==> config.mk <==
export PLATFORM = sky130hd
export DESIGN_NAME = sliding_window_rms_color_top
export DESIGN_NICKNAME = d
export VERILOG_FILES = /design/src/sv/swrms_pkg.sv /design/src/sv/sliding_window_rms_color_top.sv
export SDC_FILE = /design/constraint.sdc
export NUM_CORES = 2
export LEC_CHECK = 0
export ABC_CLOCK_PERIOD_IN_PS = 14700
export BUFFER_PORTS_ARGS = -buffer_cell sky130_fd_sc_hd__buf_2
export CORE_UTILIZATION = 40
export DETAILED_ROUTE_END_ITERATION = 8
export GPL_TIMING_DRIVEN = 0
export PLACE_DENSITY_LB_ADDON = 0.12
export SETUP_SLACK_MARGIN = 0.3
export SYNTH_ARGS = -nofsm -noshare
export SYNTH_HDL_FRONTEND = slang
export SYNTH_SLANG_ARGS = --single-unit
==> constraint.sdc <==
create_clock -name clk -period 14.7 [get_ports clk]
set_clock_uncertainty 0.15 [all_clocks]
set_input_delay 1.47 -clock clk [delete_from_list [all_inputs] [get_ports clk]]
set_output_delay 1.47 -clock clk [all_outputs]
set_load 0.005 [all_outputs]
==> src/sv/swrms_pkg.sv <==
`timescale 1ns / 1ps
// Shared types, constants and the square-root step for the sliding-window RMS color block.
// No dependencies.
package swrms_pkg;

	localparam int CH        = 3;   // channels in one item
	localparam int CH_RED    = 0;
	localparam int CH_GREEN  = 1;
	localparam int CH_BLUE   = 2;

	localparam int PIX_W     = 8;
	localparam int SQ_W      = 16;
	localparam int SUM_W     = 32;
	localparam int ROOT_W    = 16;
	localparam int REM_W     = 19;
	localparam int ITER_W    = 4;
	localparam int LC_W      = 7;
	localparam int IDX_W     = 6;
	localparam int OUT_W     = 8;

	// Reciprocal for the final divide by the window length.
	localparam int RECIP_SHIFT = 24;
	localparam int RECIP_W     = 24;

	localparam logic [LC_W-1:0] LC_RESET = 7'd16;

	typedef logic [CH-1:0][SUM_W-1:0]  sum_vec_t;
	typedef logic [CH-1:0][PIX_W-1:0]  pix_vec_t;

	typedef struct packed {
		logic [REM_W-1:0]  rem;
		logic [ROOT_W-1:0] root;
	} root_step_t;

	// One restoring square-root step: bring down two radicand bits, try root*4+1.
	function automatic root_step_t root_step(
		input logic [REM_W-1:0]  rem,
		input logic [ROOT_W-1:0] root,
		input logic [1:0]        pair
	);
		logic [REM_W-1:0] part;
		logic [REM_W-1:0] trial;
		root_step_t       r;
		part  = {rem[REM_W-3:0], pair};
		trial = {1'b0, root, 2'b01};
		if (part >= trial) begin
			r.rem  = part - trial;
			r.root = {root[ROOT_W-2:0], 1'b1};
		end else begin
			r.rem  = part;
			r.root = {root[ROOT_W-2:0], 1'b0};
		end
		return r;
	endfunction

endpackage

==> src/sv/sliding_window_rms_color_top.sv <==
`timescale 1ns / 1ps
// Sliding-window RMS color filter: sums, ring memory, shared-cycle root and output register.
// Depends on swrms_pkg.
//
// Pixels enter one per cycle while pix_stall is low. Every WINDOW pixels
// close one position; a frame holds light_count + WINDOW - 1 positions. At a
// position end the block holds pix_stall through S_READ to read the ring
// memory and write the new sums back; if the window is full it then runs a
// 16-step restoring square root on all three channels in parallel and one
// multiply stage, and waits in S_OUT for the result register to free up.
// The other WINDOW-1 pixels of a position are taken without a stall. The ring
// needs no clearing pass: a valid bit per entry makes unwritten entries read
// as zero. light_count is loaded when light_count_we is high and used at each
// position end; 0 counts as 1 and values above MAX_LIGHTS count as MAX_LIGHTS.
module sliding_window_rms_color_top #(
	parameter int WINDOW     = 5,
	parameter int MAX_LIGHTS = 64
) (
	input  logic                            clk,
	input  logic                            arst_n,
	// configuration
	input  logic                            light_count_we,
	input  logic [swrms_pkg::LC_W-1:0]      light_count,
	// pixel items
	input  logic                            pix_valid,
	output logic                            pix_stall,
	input  logic [swrms_pkg::PIX_W-1:0]     pix_blue,
	input  logic [swrms_pkg::PIX_W-1:0]     pix_green,
	input  logic [swrms_pkg::PIX_W-1:0]     pix_red,
	// result items
	output logic                            res_valid,
	input  logic                            res_stall,
	output logic [swrms_pkg::OUT_W-1:0]     out_red,
	output logic [swrms_pkg::OUT_W-1:0]     out_green,
	output logic [swrms_pkg::OUT_W-1:0]     out_blue,
	output logic [swrms_pkg::IDX_W-1:0]     light_index,
	output logic                            last_light
);

	localparam int SLOT_W = $clog2(WINDOW);
	localparam int CNT_W  = $clog2(MAX_LIGHTS + WINDOW);
	localparam int CMP_W  = ((CNT_W > swrms_pkg::LC_W) ? CNT_W : swrms_pkg::LC_W) + 1;
	localparam int PROD_W = swrms_pkg::ROOT_W + swrms_pkg::RECIP_W;
	localparam logic [swrms_pkg::RECIP_W-1:0] RECIP =
		swrms_pkg::RECIP_W'((2 ** swrms_pkg::RECIP_SHIFT + WINDOW - 1) / WINDOW);

	typedef enum logic [2:0] {
		S_IDLE,
		S_READ,
		S_ROOT,
		S_DIV,
		S_OUT
	} state_t;

	state_t                         state_q;
	logic [SLOT_W-1:0]              pip_q;
	logic [SLOT_W-1:0]              slot_q;
	logic [SLOT_W-1:0]              next_slot;
	logic [CNT_W-1:0]               pos_q;
	logic [swrms_pkg::LC_W-1:0]     lc_q;
	logic [WINDOW-1:0]              ring_vld_q;
	logic                           rd_vld_s1;
	logic [swrms_pkg::ITER_W-1:0]   iter_q;
	swrms_pkg::sum_vec_t            sum_q;
	swrms_pkg::sum_vec_t            sum_next;
	swrms_pkg::pix_vec_t            pix_vec;

	// ring memory
	swrms_pkg::sum_vec_t            ring_mem [WINDOW];
	swrms_pkg::sum_vec_t            rd_data_s1;
	logic                           mem_we;
	logic                           rd_en;

	// root datapath
	logic [swrms_pkg::SUM_W-1:0]    rad_q  [swrms_pkg::CH];
	logic [swrms_pkg::REM_W-1:0]    rem_q  [swrms_pkg::CH];
	logic [swrms_pkg::ROOT_W-1:0]   root_q [swrms_pkg::CH];
	logic [PROD_W-1:0]              prod_s [swrms_pkg::CH];
	logic                           last_q;
	logic [swrms_pkg::IDX_W-1:0]    idx_q;

	// output register
	logic                           res_valid_q;
	logic [swrms_pkg::OUT_W-1:0]    res_red_q;
	logic [swrms_pkg::OUT_W-1:0]    res_green_q;
	logic [swrms_pkg::OUT_W-1:0]    res_blue_q;
	logic [swrms_pkg::IDX_W-1:0]    res_idx_q;
	logic                           res_last_q;

	logic                           pix_acc;
	logic                           pos_end;
	logic                           res_free;
	logic [CMP_W-1:0]               lc_wide;
	logic [CMP_W-1:0]               lights;
	logic [CMP_W-1:0]               total;
	logic [CMP_W-1:0]               pos_wide;
	logic                           frame_last;
	logic                           emit;

	assign pix_vec = {pix_blue, pix_green, pix_red};

	assign pix_acc   = pix_valid && (state_q == S_IDLE);
	assign pix_stall = (state_q != S_IDLE);
	assign pos_end   = (pip_q == SLOT_W'(WINDOW - 1));
	assign next_slot = (slot_q == SLOT_W'(WINDOW - 1)) ? '0 : slot_q + 1'b1;
	assign res_free  = !res_valid_q || !res_stall;

	// Read the slot about to be replaced at the accept edge; write back in S_READ.
	assign rd_en  = pix_acc && pos_end;
	assign mem_we = (state_q == S_READ);

	// Clamp the light count, then derive the frame length.
	always_comb begin
		lc_wide = CMP_W'(lc_q);
		if (lc_q == '0) begin
			lights = CMP_W'(1);
		end else if (lc_wide > CMP_W'(MAX_LIGHTS)) begin
			lights = CMP_W'(MAX_LIGHTS);
		end else begin
			lights = lc_wide;
		end
		total      = lights + CMP_W'(WINDOW - 1);
		pos_wide   = CMP_W'(pos_q);
		frame_last = (pos_wide + 1'b1) >= total;
		emit       = pos_wide >= CMP_W'(WINDOW - 1);
	end

	// Add the squared channels, wrapping at 32 bits.
	always_comb begin
		for (int c = 0; c < swrms_pkg::CH; c++) begin
			sum_next[c] = sum_q[c] + swrms_pkg::SUM_W'(swrms_pkg::SQ_W'(pix_vec[c]) *
				swrms_pkg::SQ_W'(pix_vec[c]));
		end
	end

	always_ff @(posedge clk) begin
		if (mem_we) begin
			ring_mem[slot_q] <= sum_q;
		end
		if (rd_en) begin
			rd_data_s1 <= ring_mem[next_slot];
		end
	end

	// Control, sums, counters and the result register.
	always_ff @(posedge clk or negedge arst_n) begin
		if (!arst_n) begin
			state_q     <= S_IDLE;
			pip_q       <= '0;
			slot_q      <= '0;
			pos_q       <= '0;
			lc_q        <= swrms_pkg::LC_RESET;
			ring_vld_q  <= '0;
			rd_vld_s1   <= 1'b0;
			iter_q      <= '0;
			sum_q       <= '0;
			res_valid_q <= 1'b0;
		end else begin
			if (light_count_we) begin
				lc_q <= light_count;
			end
			// Drop a taken result; the output state reloads the register itself.
			if (res_valid_q && !res_stall && (state_q != S_OUT)) begin
				res_valid_q <= 1'b0;
			end
			unique case (state_q)
				S_IDLE: begin
					if (pix_acc) begin
						sum_q <= sum_next;
						if (pos_end) begin
							pip_q     <= '0;
							slot_q    <= next_slot;
							rd_vld_s1 <= ring_vld_q[next_slot];
							state_q   <= S_READ;
						end else begin
							pip_q <= pip_q + 1'b1;
						end
					end
				end
				S_READ: begin
					// Sums go to memory this cycle; mark the slot written.
					iter_q <= '0;
					if (frame_last) begin
						pos_q      <= '0;
						slot_q     <= '0;
						sum_q      <= '0;
						// entry 0 reads as zero again in the next frame
						ring_vld_q <= (ring_vld_q | (WINDOW'(1) << slot_q)) & ~WINDOW'(1);
					end else begin
						pos_q      <= pos_q + 1'b1;
						ring_vld_q <= ring_vld_q | (WINDOW'(1) << slot_q);
					end
					state_q <= emit ? S_ROOT : S_IDLE;
				end
				S_ROOT: begin
					iter_q <= iter_q + 1'b1;
					if (iter_q == swrms_pkg::ITER_W'(swrms_pkg::ROOT_W - 1)) begin
						state_q <= S_DIV;
					end
				end
				S_DIV: begin
					state_q <= S_OUT;
				end
				S_OUT: begin
					// Hold until the result register can take the item.
					if (res_free) begin
						res_valid_q <= 1'b1;
						res_red_q   <= prod_s[swrms_pkg::CH_RED][swrms_pkg::RECIP_SHIFT +: swrms_pkg::OUT_W];
						res_green_q <= prod_s[swrms_pkg::CH_GREEN][swrms_pkg::RECIP_SHIFT +: swrms_pkg::OUT_W];
						res_blue_q  <= prod_s[swrms_pkg::CH_BLUE][swrms_pkg::RECIP_SHIFT +: swrms_pkg::OUT_W];
						res_idx_q   <= idx_q;
						res_last_q  <= last_q;
						state_q     <= S_IDLE;
					end
				end
				default: begin
					state_q <= S_IDLE;
				end
			endcase
		end
	end

	// Root datapath: load the window difference, iterate, then scale by 1/WINDOW.
	// floor(sqrt(d / W^2)) equals floor(isqrt(d) / W).
	always_ff @(posedge clk) begin
		swrms_pkg::root_step_t st;
		if (state_q == S_READ) begin
			for (int c = 0; c < swrms_pkg::CH; c++) begin
				rad_q[c]  <= sum_q[c] - (rd_vld_s1 ? rd_data_s1[c] : '0);
				rem_q[c]  <= '0;
				root_q[c] <= '0;
			end
			last_q <= frame_last;
			idx_q  <= swrms_pkg::IDX_W'(pos_wide - CMP_W'(WINDOW - 1));
		end
		if (state_q == S_ROOT) begin
			for (int c = 0; c < swrms_pkg::CH; c++) begin
				st        = swrms_pkg::root_step(rem_q[c], root_q[c],
					rad_q[c][swrms_pkg::SUM_W-1 -: 2]);
				rem_q[c]  <= st.rem;
				root_q[c] <= st.root;
				rad_q[c]  <= {rad_q[c][swrms_pkg::SUM_W-3:0], 2'b00};
			end
		end
		if (state_q == S_DIV) begin
			for (int c = 0; c < swrms_pkg::CH; c++) begin
				prod_s[c] <= PROD_W'(root_q[c]) * PROD_W'(RECIP);
			end
		end
	end

	assign res_valid   = res_valid_q;
	assign out_red     = res_red_q;
	assign out_green   = res_green_q;
	assign out_blue    = res_blue_q;
	assign light_index = res_idx_q;
	assign last_light  = res_last_q;

`ifndef ASSERT_OFF
	// A position end always goes through the memory write-back cycle.
	ap_pos_end_read: assert property (@(posedge clk) disable iff (!arst_n)
		(pix_acc && pos_end) |=> (state_q == S_READ))
		else $error("position end did not enter write-back");

	// The root runs exactly ROOT_W steps before scaling.
	ap_root_len: assert property (@(posedge clk) disable iff (!arst_n)
		(state_q == S_DIV) |-> ($past(state_q) == S_ROOT &&
			$past(iter_q) == swrms_pkg::ITER_W'(swrms_pkg::ROOT_W - 1)))
		else $error("root finished after wrong step count");

	// A new result appears only out of the output state.
	ap_res_source: assert property (@(posedge clk) disable iff (!arst_n)
		$rose(res_valid) |-> ($past(state_q) == S_OUT))
		else $error("result raised outside output state");

	// A held result is not overwritten while stalled.
	ap_res_hold: assert property (@(posedge clk) disable iff (!arst_n)
		(res_valid && res_stall) |=> (res_valid && $stable(out_red) &&
			$stable(light_index) && $stable(last_light)))
		else $error("stalled result changed");

	// Position counter never passes the longest frame.
	ap_pos_bound: assert property (@(posedge clk) disable iff (!arst_n)
		CMP_W'(pos_q) <= CMP_W'(MAX_LIGHTS + WINDOW - 2))
		else $error("position count out of range");
`endif

endmodule
==> metrics.txt <==
pin count of the biggest net entering global routing 109; Synth Flop Type edfxtp_1; gr usage total around 20%; via count 40303; met1 GRT Util 26.6%; share of cells above drive strength 1 slightly above 6%; synth unique cells 91; num rows approximately 140; Starting Density about two fifths; Routability Congestion approximately 0.86; Post-Synthesis Cells around 5500; f_max 138 MHz; register area between 20000 and 30000 um2; met2 usage approximately a third; Die Area 155000 um2; routed len/inst 19.3 um; die width 394 um; total congestion overflow 0; worst-case reg-to-reg path depth 17; deepest clock path buffer count 3; Slew HR -1.13%; most used routing layer met2; Hold Vio Cnt, Final 0; CTS Sinks between 900 and 1000; dpl hpwl approximately 120000 um; antenna cells 0; post-synthesis sequential area ratio 46.0%; violated checks max-capacitance violations, max-slew violations; antenna violations before repair 3; Yosys reg bits between 900 and 1000; area of the multi-input gates between 20000 and 30000 um2; vias in the first global route about 41000; most frequent cells in the layout edfxtp_1 (833), inv_1 (752), nand2_1 (627), ha_1 (596), fa_1 (342); CTS Root Cell clkbuf_16; commonest non-fill, non-tap cell in the layout edfxtp_1; hold path depth 0; fin crit period between 7 and 8 ns; Nets 6747; chip height 394 um; EDFF count, synth about 830; Slew Limit Fails 5; first-pass GRT wire length ~240000 um; M3 GR Usage between 2 and 2.5%; Skew-Pair Late Insertion Delay between 0.7 and 0.8 ns; Ports just under 70; Worst Max-Slew Pin Slew around 1.5 ns; TritonRoute pass-1 iters 5; worst-path maximum fanout 10; leading area contributor after synthesis edfxtp_1; antenna violation net count after detailed routing 0; Synth Area per Inst between 10 and 15 um2; Max Cap Viol 1; startpoint types input pin; Req. time, crit path roughly 15 ns; # DRC 0; port buffer count 64; via/cell ratio 5.10; post-synthesis cell area ~61000 um2; top cell type's share of synthesized area between 40% and 50%; H-tree depth 3; Ys Warns 0; Num CTS Buffers 105; main area contributors after synthesis edfxtp_1 (41%), ha_1 (12%), fa_1 (11%), dfrtp_1 (5.3%), inv_1 (4.6%); Final Cycle Share between 40% and 50%; RSZ-0062 raised after global routing false; Post-CTS Setup Bufs 0; Synth Net Count approximately 6500; status finished, violations left; PostCTS Resize Cnt 0; TritonCTS clock tree built; worst hold path class reg2reg; data arrival time of the critical path between 7 and 8 ns; # setup viols final 0; wirelength, routed between 150000 and 200000 um; WHS 0.255 ns; Clk pin slew, worst setup/hold paths ~0.07 ns; Worst setup EP type register; fill count 14225; Async S/R FF share, synth between 10% and 20%; crit path kind in2reg; Hold Buf Count CTS 0; Core Area around 150000 um2; Starting DRT DRC Count around 2800; Area Growth Syn to Fin 11.8%
## per-layer routing
layer	wire [um]	vias up
li1	-	19691
met1	69900	19760
met2	72600	666
met3	5990	186
met4	3880	0
met5	0	-
## through the flow
stage	cell area (um2)	TNS (ns)	setup slack (ns)	instances	util [%]
6_report	68800	0	7.47	7896	45.2
3_3_place_gp	64300	-1472.13	-5.82	7633	42.3
4_1_cts	68800	0	7.65	7896	45.2
2_1_floorplan	61500	0	3.72	5539	-
5_1_grt	68800	0	7.35	7896	45.2
3_5_place_dp	65100	0	6.92	7696	42.8
## Yosys cell counts, types with 18 or more instances
master    instances
a211oi_1         22
a21o_1           96
a21oi_1         228
a31oi_1          19
and2_1           57
and3_1           40
buf_1            19
clkbuf_1        150
dfrtp_1         129
edfxtp_1        833
fa_1            342
ha_1            596
inv_1           753
mux2i_1          37
nand2_1         627
nand2b_1         33
nand3_1         163
nand4_1          29
nor2_1          338
nor2b_1          43
nor3_1           60
o211ai_1         18
o21a_1           27
o21ai_0         254
o21ai_1          20
o21bai_1         22
o221ai_1         98
o22ai_1          23
or3_1            19
xnor2_1         158
xor2_1           91
## critical path, cell delays in order
cell,delay [ns]
buf_2,0.09
clkbuf_1,0.38
and2_1,0.23
inv_1,0.06
fa_1,0.42
fa_1,0.49
inv_1,0.05
fa_1,0.47
inv_1,0.05
fa_1,0.52
inv_1,0.04
ha_1,0.32
nand2_1,0.09
o21ai_1,0.18
a2111oi_0,0.16
o31a_1,0.36
o31ai_1,1.19
nand3_1,0.52
or3_1,0.44
a21oi_1,0.15
## layout make-up
cell class	instances	area share, %
Buffer	177	1.01
Clock buffer	135	4.20
Clock inverter	65	1.08
Inverter	753	4.12
Multi-Input combinational cell	3646	43.3
Sequential cell	963	41.1
Tap cell	2030	3.69
Timing Repair Buffer	127	1.50
## path summary, 6_finish.rpt
kind / start / endpoint / slack [ns]
hold / removal: prod_s[0][27]$_DFFE_PP_ / out_red[5]$_DFFE_PP_ / 0.26
setup / recovery: pix_red[5] / sum_q[27]$_DFFE_PN0P_ / 7.47
setup reg to reg: sum_q[7]$_DFFE_PN0P_ / sum_q[27]$_DFFE_PN0P_ / 8.22
hold reg to reg: prod_s[0][27]$_DFFE_PP_ / out_red[5]$_DFFE_PP_ / 0.26
min in group asynchronous: arst_n / sum_q[78]$_DFFE_PN0P_ / 0.66
max in group asynchronous: arst_n / sum_q[59]$_DFFE_PN0P_ / 12.89
## flip-flops by register name, indices dropped and copies added, names as in the netlist
name,cells
pip_q,3
out_blue,8
ring_vld_q,5
iter_q,4
rd_vld_s1,1
res_valid,1
rd_data_s1,96
idx_q,6
pos_q,7
slot_q,3
state_q,3
rad_q,96
light_index,6
rem_q,51
out_green,8
lc_q,7
root_q,48
last_q,1
out_red,8
ring_mem,480
last_light,1
prod_s,24
sum_q,96
## logic make-up after synthesis
kind of cell | count (synthesis) | synth area share, %
AOI/OAI and AO/OA | 947 | 10.1
xor gates and xnor gates | 249 | 3.55
adders and majority gates | 938 | 23.3
buffers and inverters | 930 | 5.72
DFF | 963 | 46.0
muxes | 45 | 0.749
other | 1 | 0.00610
and+or+nand+nor | 1466 | 10.6
Power is not shown: default switching activity piles up to over one toggle a cycle in this logic, so the estimate is an artifact.
